--- src/sv/ysd_pkg.sv ---
package ysd_pkg;

    localparam int QUEUE_DEPTH = 2;
    localparam int QPTR_W = 1;
    localparam int QCOUNT_W = 2;

    localparam int ADDR_W = 4;

    typedef enum logic [1:0] {
        REG_JUMP_TIMEOUT   = 2'd0,
        REG_MIN_JUMP_SIZE  = 2'd1,
        REG_MIN_JUMP_COUNT = 2'd2
    } reg_index_t;

    localparam logic [31:0] TIMEOUT_RESET = 32'd500;
    localparam logic [15:0] JUMP_SIZE_RESET = 16'd100;
    localparam logic [7:0] JUMP_COUNT_RESET = 8'd2;

    localparam logic [15:0] JUMP_COUNT_MAX = 16'hFFFF;

    typedef struct packed {
        logic signed [15:0] yaw_angle;
        logic [31:0]        time_ms;
    } item_t;

    typedef struct packed {
        logic [31:0] jump_timeout_ms;
        logic [15:0] min_jump_size;
        logic [7:0]  min_jump_count;
    } cfg_t;

    typedef struct packed {
        logic spinning;
        logic fire_ok;
        logic jump_now;
    } result_t;

endpackage

--- src/sv/yaw_jump_spin_detector_core.sv ---
// Spin detector for a tracked target: each input transfer carries one yaw sample and its
// millisecond timestamp, and each produces exactly one result transfer with the spinning
// flag, the fire permission and whether the sample was counted as a jump. A two-entry
// queue takes input transfers while the engine works, so the input stays ready until
// the queue is full. The engine works on one sample at a time: judge and state update,
// the idle-time by jump-count multiply, the scaling by ten, and the final compare. It holds
// a finished result until the output register is free and takes no new sample meanwhile.
// The thresholds are set through the APB port at addresses 0x0, 0x4 and 0x8, and
// should only be written while no sample is in flight.
module yaw_jump_spin_detector_core #(
    parameter int JUDGE_FILL = 2,
    parameter int WINDOW_FILL = 4
) (
    input  logic                        aclk,
    input  logic                        aresetn,
    input  logic                        psel,
    input  logic                        penable,
    input  logic                        pwrite,
    input  logic [ysd_pkg::ADDR_W-1:0]  paddr,
    input  logic [31:0]                 pwdata,
    output logic [31:0]                 prdata,
    output logic                        pready,
    input  logic                        s_valid,
    output logic                        s_ready,
    input  logic signed [15:0]          s_yaw_angle,
    input  logic [31:0]                 s_time_ms,
    output logic                        m_valid,
    input  logic                        m_ready,
    output logic                        m_spinning,
    output logic                        m_fire_ok,
    output logic                        m_jump_now
);

    ysd_pkg::cfg_t      cfg_reg;
    ysd_pkg::cfg_t      cfg_next;
    ysd_pkg::item_t     s_item;
    ysd_pkg::item_t     q_item;
    ysd_pkg::result_t   m_result;
    ysd_pkg::reg_index_t reg_index;
    logic               cfg_write;
    logic               q_valid;
    logic               q_pop;

    assign pready    = 1'b1;
    assign reg_index = ysd_pkg::reg_index_t'(paddr[ysd_pkg::ADDR_W-1:2]);
    assign cfg_write = psel && penable && pwrite && pready;

    always_comb begin
        cfg_next = cfg_reg;
        if (cfg_write) begin
            case (reg_index)
                ysd_pkg::REG_JUMP_TIMEOUT:   cfg_next.jump_timeout_ms = pwdata;
                ysd_pkg::REG_MIN_JUMP_SIZE:  cfg_next.min_jump_size = pwdata[15:0];
                ysd_pkg::REG_MIN_JUMP_COUNT: cfg_next.min_jump_count = pwdata[7:0];
                default:                     cfg_next = cfg_reg;
            endcase
        end
    end

    always_comb begin
        case (reg_index)
            ysd_pkg::REG_JUMP_TIMEOUT:   prdata = cfg_reg.jump_timeout_ms;
            ysd_pkg::REG_MIN_JUMP_SIZE:  prdata = {16'd0, cfg_reg.min_jump_size};
            ysd_pkg::REG_MIN_JUMP_COUNT: prdata = {24'd0, cfg_reg.min_jump_count};
            default:                     prdata = '0;
        endcase
    end

    always_ff @(posedge aclk) begin
        if (!aresetn) begin
            cfg_reg.jump_timeout_ms <= ysd_pkg::TIMEOUT_RESET;
            cfg_reg.min_jump_size   <= ysd_pkg::JUMP_SIZE_RESET;
            cfg_reg.min_jump_count  <= ysd_pkg::JUMP_COUNT_RESET;
        end else begin
            cfg_reg <= cfg_next;
        end
    end

    assign s_item.yaw_angle = s_yaw_angle;
    assign s_item.time_ms   = s_time_ms;

    ysd_front u_front (
        .aclk    (aclk),
        .aresetn (aresetn),
        .s_valid (s_valid),
        .s_ready (s_ready),
        .s_item  (s_item),
        .q_valid (q_valid),
        .q_item  (q_item),
        .q_pop   (q_pop)
    );

    ysd_back #(
        .JUDGE_FILL  (JUDGE_FILL),
        .WINDOW_FILL (WINDOW_FILL)
    ) u_back (
        .aclk     (aclk),
        .aresetn  (aresetn),
        .cfg      (cfg_reg),
        .q_valid  (q_valid),
        .q_item   (q_item),
        .q_pop    (q_pop),
        .m_valid  (m_valid),
        .m_ready  (m_ready),
        .m_result (m_result)
    );

    assign m_spinning = m_result.spinning;
    assign m_fire_ok  = m_result.fire_ok;
    assign m_jump_now = m_result.jump_now;

    // Firing is only ever withheld while the target is judged to be spinning.
    a_fire_needs_spin: assert property (@(posedge aclk) disable iff (!aresetn)
        m_valid |-> (m_spinning || m_fire_ok))
        else $error("fire_ok low without spinning");

    a_pop_needs_item: assert property (@(posedge aclk) disable iff (!aresetn)
        q_pop |-> q_valid)
        else $error("engine popped an empty queue");

    a_reset_clears_output: assert property (@(posedge aclk)
        !aresetn |=> !m_valid)
        else $error("result transfer pending right after reset");

endmodule

--- src/sv/ysd_front.sv ---
module ysd_front (
    input  logic           aclk,
    input  logic           aresetn,
    input  logic           s_valid,
    output logic           s_ready,
    input  ysd_pkg::item_t s_item,
    output logic           q_valid,
    output ysd_pkg::item_t q_item,
    input  logic           q_pop
);

    ysd_pkg::item_t entry_reg [ysd_pkg::QUEUE_DEPTH];
    logic [ysd_pkg::QPTR_W-1:0]   wr_ptr_reg;
    logic [ysd_pkg::QPTR_W-1:0]   wr_ptr_next;
    logic [ysd_pkg::QPTR_W-1:0]   rd_ptr_reg;
    logic [ysd_pkg::QPTR_W-1:0]   rd_ptr_next;
    logic [ysd_pkg::QCOUNT_W-1:0] count_reg;
    logic [ysd_pkg::QCOUNT_W-1:0] count_next;
    logic                         push;
    logic                         pop;

    assign s_ready = count_reg < ysd_pkg::QCOUNT_W'(ysd_pkg::QUEUE_DEPTH);
    assign q_valid = count_reg != '0;
    assign q_item  = entry_reg[rd_ptr_reg];
    assign push    = s_valid && s_ready;
    assign pop     = q_pop && q_valid;

    always_comb begin
        wr_ptr_next = push ? wr_ptr_reg + 1'b1 : wr_ptr_reg;
        rd_ptr_next = pop ? rd_ptr_reg + 1'b1 : rd_ptr_reg;
        count_next  = count_reg;
        if (push && !pop) begin
            count_next = count_reg + 1'b1;
        end else if (pop && !push) begin
            count_next = count_reg - 1'b1;
        end
    end

    always_ff @(posedge aclk) begin
        if (!aresetn) begin
            wr_ptr_reg <= '0;
            rd_ptr_reg <= '0;
            count_reg  <= '0;
        end else begin
            wr_ptr_reg <= wr_ptr_next;
            rd_ptr_reg <= rd_ptr_next;
            count_reg  <= count_next;
        end
    end

    always_ff @(posedge aclk) begin
        if (push) begin
            entry_reg[wr_ptr_reg] <= s_item;
        end
    end

endmodule

--- src/sv/ysd_back.sv ---
module ysd_back #(
    parameter int JUDGE_FILL = 2,
    parameter int WINDOW_FILL = 4
) (
    input  logic             aclk,
    input  logic             aresetn,
    input  ysd_pkg::cfg_t    cfg,
    input  logic             q_valid,
    input  ysd_pkg::item_t   q_item,
    output logic             q_pop,
    output logic             m_valid,
    input  logic             m_ready,
    output ysd_pkg::result_t m_result
);

    localparam int FILL_W = $clog2(WINDOW_FILL + 1);
    localparam int HELD_W = $clog2(WINDOW_FILL + JUDGE_FILL + 1);

    typedef enum logic [1:0] {
        S_JUDGE,
        S_MUL,
        S_SCALE,
        S_FINISH
    } state_t;

    state_t             state_reg;
    state_t             state_next;
    logic signed [15:0] prev_yaw_reg;
    logic signed [15:0] prev_yaw_next;
    logic [FILL_W-1:0]  fill_reg;
    logic [FILL_W-1:0]  fill_next;
    logic [15:0]        count_reg;
    logic [15:0]        count_next;
    logic [31:0]        first_reg;
    logic [31:0]        first_next;
    logic [31:0]        last_reg;
    logic [31:0]        last_next;
    logic               neg_reg;
    logic               neg_next;
    logic               spin_reg;
    logic               spin_next;
    logic [31:0]        now_reg;
    logic [31:0]        now_next;
    logic               jump_reg;
    logic               jump_next;
    logic [47:0]        prod_reg;
    logic [47:0]        prod_next;
    logic [33:0]        span3_reg;
    logic [33:0]        span3_next;
    logic [51:0]        lhs_reg;
    logic [51:0]        lhs_next;
    logic               out_valid_reg;
    logic               out_valid_next;
    ysd_pkg::result_t   out_result_reg;
    ysd_pkg::result_t   out_result_next;

    logic               clear;
    logic signed [15:0] prev_c;
    logic [FILL_W-1:0]  fill_c;
    logic [15:0]        count_c;
    logic [31:0]        first_c;
    logic [31:0]        last_c;
    logic               neg_c;
    logic               spin_c;
    logic [HELD_W-1:0]  held;
    logic               judge;
    logic signed [16:0] diff;
    logic [16:0]        mag;
    logic               jump;
    logic [15:0]        count_inc;
    logic [31:0]        idle;
    logic [31:0]        span;
    logic               fire;

    assign clear = (count_reg != '0) &&
                   ((q_item.time_ms - last_reg) > cfg.jump_timeout_ms);

    assign prev_c  = clear ? '0 : prev_yaw_reg;
    assign fill_c  = clear ? '0 : fill_reg;
    assign count_c = clear ? '0 : count_reg;
    assign first_c = clear ? '0 : first_reg;
    assign last_c  = clear ? '0 : last_reg;
    assign neg_c   = clear ? 1'b0 : neg_reg;
    assign spin_c  = clear ? 1'b0 : spin_reg;

    assign held  = HELD_W'(fill_c) + HELD_W'(1);
    assign judge = held >= HELD_W'(JUDGE_FILL);
    assign diff  = {q_item.yaw_angle[15], q_item.yaw_angle} - {prev_c[15], prev_c};
    assign mag   = diff[16] ? 17'(17'd0 - diff) : 17'(diff);
    assign jump  = judge && (mag > {1'b0, cfg.min_jump_size});
    assign count_inc = (count_c == ysd_pkg::JUMP_COUNT_MAX) ? count_c : count_c + 16'd1;

    assign idle = now_reg - last_reg;
    assign span = last_reg - first_reg;
    assign fire = !spin_reg || ((count_reg >= 16'd2) && (lhs_reg < {18'd0, span3_reg}));

    assign q_pop    = (state_reg == S_JUDGE) && q_valid;
    assign m_valid  = out_valid_reg;
    assign m_result = out_result_reg;

    always_comb begin
        state_next      = state_reg;
        prev_yaw_next   = prev_yaw_reg;
        fill_next       = fill_reg;
        count_next      = count_reg;
        first_next      = first_reg;
        last_next       = last_reg;
        neg_next        = neg_reg;
        spin_next       = spin_reg;
        now_next        = now_reg;
        jump_next       = jump_reg;
        prod_next       = prod_reg;
        span3_next      = span3_reg;
        lhs_next        = lhs_reg;
        out_valid_next  = out_valid_reg && !m_ready;
        out_result_next = out_result_reg;
        case (state_reg)
            S_JUDGE: begin
                if (q_valid) begin
                    prev_yaw_next = q_item.yaw_angle;
                    fill_next     = (held > HELD_W'(WINDOW_FILL)) ?
                                    FILL_W'(WINDOW_FILL) : held[FILL_W-1:0];
                    count_next    = count_c;
                    first_next    = first_c;
                    last_next     = last_c;
                    neg_next      = neg_c;
                    spin_next     = spin_c;
                    if (jump) begin
                        if (count_c == '0) begin
                            first_next = q_item.time_ms;
                        end
                        last_next  = q_item.time_ms;
                        count_next = count_inc;
                        if ((count_inc > {8'd0, cfg.min_jump_count}) && (diff[16] == neg_c)) begin
                            spin_next = 1'b1;
                        end
                        neg_next = diff[16];
                    end
                    now_next   = q_item.time_ms;
                    jump_next  = jump;
                    state_next = S_MUL;
                end
            end
            S_MUL: begin
                prod_next  = idle * count_reg;
                span3_next = {1'b0, span, 1'b0} + {2'b00, span};
                state_next = S_SCALE;
            end
            S_SCALE: begin
                lhs_next   = {1'b0, prod_reg, 3'b000} + {3'b000, prod_reg, 1'b0};
                state_next = S_FINISH;
            end
            S_FINISH: begin
                if (!out_valid_reg || m_ready) begin
                    out_valid_next           = 1'b1;
                    out_result_next.spinning = spin_reg;
                    out_result_next.fire_ok  = fire;
                    out_result_next.jump_now = jump_reg;
                    state_next               = S_JUDGE;
                end
            end
            default: begin
                state_next = S_JUDGE;
            end
        endcase
    end

    always_ff @(posedge aclk) begin
        if (!aresetn) begin
            state_reg     <= S_JUDGE;
            prev_yaw_reg  <= '0;
            fill_reg      <= '0;
            count_reg     <= '0;
            first_reg     <= '0;
            last_reg      <= '0;
            neg_reg       <= 1'b0;
            spin_reg      <= 1'b0;
            out_valid_reg <= 1'b0;
        end else begin
            state_reg     <= state_next;
            prev_yaw_reg  <= prev_yaw_next;
            fill_reg      <= fill_next;
            count_reg     <= count_next;
            first_reg     <= first_next;
            last_reg      <= last_next;
            neg_reg       <= neg_next;
            spin_reg      <= spin_next;
            out_valid_reg <= out_valid_next;
        end
        now_reg        <= now_next;
        jump_reg       <= jump_next;
        prod_reg       <= prod_next;
        span3_reg      <= span3_next;
        lhs_reg        <= lhs_next;
        out_result_reg <= out_result_next;
    end

endmodule

--- config.mk ---
export PLATFORM = sky130hd
export DESIGN_NAME = yaw_jump_spin_detector_core
export DESIGN_NICKNAME = d
export VERILOG_FILES = /design/src/sv/ysd_pkg.sv /design/src/sv/yaw_jump_spin_detector_core.sv /design/src/sv/ysd_front.sv /design/src/sv/ysd_back.sv
export SDC_FILE = /design/constraint.sdc
export NUM_CORES = 2
export LEC_CHECK = 0
export BUFFER_PORTS_ARGS = -buffer_cell sky130_fd_sc_hd__buf_2
export CORE_MARGIN = 3
export CORE_UTILIZATION = 30
export CTS_CLUSTER_DIAMETER = 50
export CTS_CLUSTER_SIZE = 30
export DETAILED_ROUTE_END_ITERATION = 7
export HOLD_SLACK_MARGIN = 0.05
export PLACE_DENSITY = 0.54
export SLEW_MARGIN = 20
export SYNTH_ARGS = -nofsm -noshare
export SYNTH_HDL_FRONTEND = slang
export SYNTH_SLANG_ARGS = --single-unit
--- constraint.sdc ---
create_clock -name aclk -period 27.8 [get_ports aclk]
set_input_delay 1.39 -clock aclk [delete_from_list [all_inputs] [get_ports aclk]]
set_output_delay 1.39 -clock aclk [all_outputs]
set_load 0.02 [all_outputs]
### Word-level counts from Yosys, hierarchy flattened

Memory sizes are Yosys's and may differ from the RTL's. A register that Yosys moved wholly into a read port is not among the register bits.
Index checks and enable logic that the tools add are counted.

| storage, ports and cells | value |
|---|---|
| output and inout bits | 38 |
| input bits | 91 |
| bits in registers | 334 |
| bits in writable memories | 96 |
| memories kept | 1 |

| operators by class | value |
|---|---|
| equal/unequal tests | 9 |
| magnitude comparators | 8 |
| add/sub/neg operators | 13 |
| mux-type cells | 29 |
| $mul | 1 |
| reduce and logical (&&, ||, !) cells | 33 |

Memories:

| memory | words | bits a word | rd ports | clocked after memory_dff | wr ports | RTL line | text |
|---|---|---|---|---|---|---|---|
| u_front.entry_reg | 2 | 48 | 1 | 1 | 1 | ysd_front.sv:12 | `ysd_pkg::item_t entry_reg [ysd_pkg::QUEUE_DEPTH];` |

Operator list:

| operator | count |
|---|---|
| 2-to-1 mux 32 bit | 5 |
| case mux 32 bit (3 select lines) | 1 |
| subtractor 32 bit | 3 |
| 2-to-1 mux 16 bit | 4 |
| adder 51 x 49 -> 52 bit | 1 |
| less-than comparator 52 x 34 -> 1 bit | 1 |
| multiplier 32 x 16 -> 48 bit | 1 |
| adder 33 x 32 -> 34 bit | 1 |
| greater-than comparator 32 bit | 1 |
| greater-than comparator 17 x 16 -> 1 bit | 1 |
| 2-to-1 mux 17 bit | 1 |
| subtractor 1 x 17 -> 17 bit, first input constant | 1 |
| subtractor 16 x 16 -> 17 bit | 1 |
| adder 16 x 1 -> 16 bit, second input constant | 1 |
| == test 16 bit, second input constant | 1 |
| greater-or-equal comparator 16 x 2 -> 1 bit, second input constant | 1 |
| greater-than comparator 16 x 8 -> 1 bit | 1 |
| logical NOT 16 bit | 1 |
| nonzero test 16 bit | 1 |
| logical AND 1 bit | 12 |
| AND reduction 2 bit | 6 |
| 2-to-1 mux 1 bit | 11 |
| 2-to-1 mux 2 bit | 4 |
| case mux 2 bit (4 select lines) | 1 |
| 17 further kinds | 31 |

### Longest topological paths before layout

| depth | value |
|---|---|
| depth after elaboration | 11 |
| mapped depth | 53 |
| gate-level depth less buffers | 46 |

### Cells and area by module

Synthesis repeated with hierarchy kept, for this count alone.

| unflattened totals | value |
|---|---|
| cell total of the unflattened synthesis | 4735 |
| area total of the unflattened synthesis | 43842.0 um2 |

Modules (own cells, without submodules):

| module | instances | seq. area each (um2) | area each (um2) | cells each |
|---|---|---|---|---|
| ysd_back | 1 | 7156.9 | 37513.5 | 4270 |
| ysd_front | 1 | 2982.9 | 3688.5 | 172 |
| yaw_jump_spin_detector_core | 1 | 1121.1 | 2640.0 | 293 |

### Worst setup path after synthesis

No wires, ideal clock.

| path | value |
|---|---|
| kind | register to register |
| from | register with a tool-made name |
| to | register u_back.last_reg[25] |
| cell stages (with the launch flop) | 49 |
| slack | 17.197 ns |
| clock period less this slack | 10.603 ns |
| data arrival time | 10.486 ns |
| data required time | 27.683 ns |
| library setup time | 0.117 ns |
| cell sequence | dfxtp_1 -> clkbuf_1 -> clkbuf_1 -> buf_1 -> mux2i_1 -> inv_1 -> ha_1 -> a21o_1 -> or3_1 -> o21ai_0 -> a21oi_1 -> a31o_2 -> o21a_1 -> o21a_1 -> nor2_1 -> xnor2_1 -> ha_1 -> a21o_1 -> (+13 left out) -> a21o_1 -> a21o_1 -> a311oi_2 -> o211ai_1 -> or3_4 -> or4b_4 -> o31ai_1 -> xnor2_1 -> ha_1 -> nand2_1 -> nor4_1 -> o21ai_0 -> a221oi_1 -> o22ai_2 -> o21a_1 -> buf_6 -> buf_6 -> a22o_1 |

RTL lines:

| what | RTL line | text |
|---|---|---|
| end signal, assigned | ysd_back.sv:185 | `last_reg <= last_next;` |
| end, declared | ysd_back.sv:36 | `logic [31:0] last_reg;` |

==> impl_metrics.toml <==
[outcome]
status = "finished, final reports clean"

[yosys]
ys_ff_latch = 430
synth.top_cells.by_area = "fa_1 20%, edfxtp_1 19%, ha_1 12%"
synth_top_cell_by_area = "fa_1"
synthDistinctLibCells = 80
synth_edf_count = 265
ys_warn_count = 0
synth_seq_area_share_pct = 26.5
netlist.area_leader.share_pct = 20.0
synth_area_sq_mm = 0.0425
synth_flop_cell = "edfxtp_1"
synth_cells = 4563
syn_nets = 5487
async_reset_ff_share_pct = 0
postSynthAreaPerCell_sq_um = 9.32

[route]
drc = 0
vias = 32150
vias_per_cell = 4.89
wire_per_inst_microns = 17.9
ant_nets = 0
drt-initial-drc-count = 1767
routed_wl_microns = 118000
dr.pass1.iters = 7

[grt]
first_global_vias = 32794
overflow = 0
grt_max_degree = 77
grt_pass1_wl_microns = 186000
track_usage_pct = 16.1
grt_antenna_before_repair = 9

[worst_setup_path]
worst_ep_arrival_time_ns = 13.35
cp-start-kind = "register"
critPathTopFamily = "compound AO/OA/AOI/OAI gates"
path_class = "register to register"
cp_max_fo = 40
required_ns = 28.37
ff2ff_path_depth = 46
cp_slowest_cell = "nor4_1"
cp-end-kind = "register"
crit_cells = 46
slowest_delay_ns = 0.75
crit_buf_inv = 7

[sta]
fin_crit_sh_pct = 46.0
slew_viol_final = 0
max_freq_ghz = 0.0782
rsz0062_at_grt = "false"
slew-limit-headroom_pct = 27.1
setup_tns_ns = 0
max_slew.worst_pin.slew_ns = 1.09
clock-skew-final_ns = 0.0568
hold_viol = 0
setup_viol = 0
fin_crit_ns = 12.78

[clocking]
cts_tree = "built"
clk_pin_slew_ns = 0.07
clockBufferDepth = 3
cts.htree.levels = 2
root_buffer = "clkbuf_16"
ctsHoldBuffers = 0
cts_num_sinks = 430
cts_buffers = 57
clock_latency_ns = 0.65
cts_setup_buffers = 0
cts_resized = 0

[run]
cap_violations = 0

[floorplanning]
start_util_pct = 30.3
num_rows = 137
die_width_microns = 383
ios = 129
die_h_microns = 383
core_sq_mm = 0.140
die-area_sq_mm = 0.146

[layout]
regArea_sq_mm = 0.0113
nets = 5576
multi_input_area_sq_mm = 0.0281
final_util_pct = 33.9
drive_above_1_share_pct = 7.59
fillers = 14587
area_delta_synth_final_pct = 11.7
largest_reg_flops = 96

[placed_design]
io_buffers = 125
place.gp.congestion = 0.904
dp_hpwl_microns = 92100

[hold_path]
min_path_type = "register to register"
whs_path_depth = 0
metrics by stage:
stage	setup WS, ns	area [sq um]	instances	hold WS [ns]
6_report	15.02	47500	6580	0.424
5_1_grt	13.89	47500	6579	0.436
4_1_cts	15.00	47500	6577	0.426
3_5_place_dp	15.06	45400	6469	0.425
3_3_place_gp	15.05	45400	6469	0.404
2_1_floorplan	17.20	42500	4563	0.400
cell usage after synthesis (51+ instances only):
| cell | count |
|---|---|
| ha_1 | 409 |
| o21a_1 | 51 |
| a21o_1 | 106 |
| edfxtp_1 | 265 |
| xor2_1 | 67 |
| dfxtp_1 | 165 |
| nand2_1 | 591 |
| inv_1 | 670 |
| fa_1 | 424 |
| xnor2_1 | 165 |
| nor2_1 | 210 |
| clkbuf_1 | 134 |
| mux2i_1 | 56 |
| nor3_1 | 76 |
| and2_1 | 162 |
| o21ai_0 | 135 |
| a21oi_1 | 256 |
final timing paths:
kind / startpoint / end / slack (ns)
worst max-delay path: register / u_back.last_reg[2] / 15.02
worst min register to register: u_back.jump_reg / u_back.m_result[0] / 0.42
worst max register to register: register / u_back.last_reg[2] / 15.02
worst min-delay path: u_back.jump_reg / u_back.m_result[0] / 0.42
cell families (layout without fill, tap and decap cells):
kind of cell,Yosys count,count (layout),synth area share [%]
compound gates,831,831,12.8
xor+xnor,232,232,4.78
fa+ha+maj,833,833,32.0
buf+inv,833,971,7.54
flops,430,430,26.5
mux,72,72,1.74
other cells,1,4,0.00881
simple gates,1331,1331,14.7
layout make-up:
class	instances	share of cell area, %
tap	1876	4.94
inverter	671	5.30
sequential	430	23.7
clock buffer	60	3.09
clock inverter	48	1.33
timing repair buffer	192	2.38
multi-input combinational	3300	59.2
antenna	3	0.0158
cells in the final DEF, fill, tap and decap left out, types with 161 or more instances in the layout:
cell | Yosys | layout
dfxtp_1 | 165 | 162
xnor2_1 | 165 | 165
edfxtp_1 | 265 | 265
and2_1 | 162 | 161
nand2_1 | 591 | 591
fa_1 | 424 | 424
nor2_1 | 210 | 210
a21oi_1 | 256 | 256
ha_1 | 409 | 407
inv_1 | 670 | 669
layer usage:
layer | share of wire, % | global-route usage [%]
met2 | 46 | 26.7
met3 | 4.6 | 1.95
met5 | 0.0059 | 0
met4 | 3.0 | 4.79
met1 | 46 | 21.9
Power is left out: the tool's default activity adds up to more than one toggle a clock period on the data nets, which glitch-free logic cannot reach.
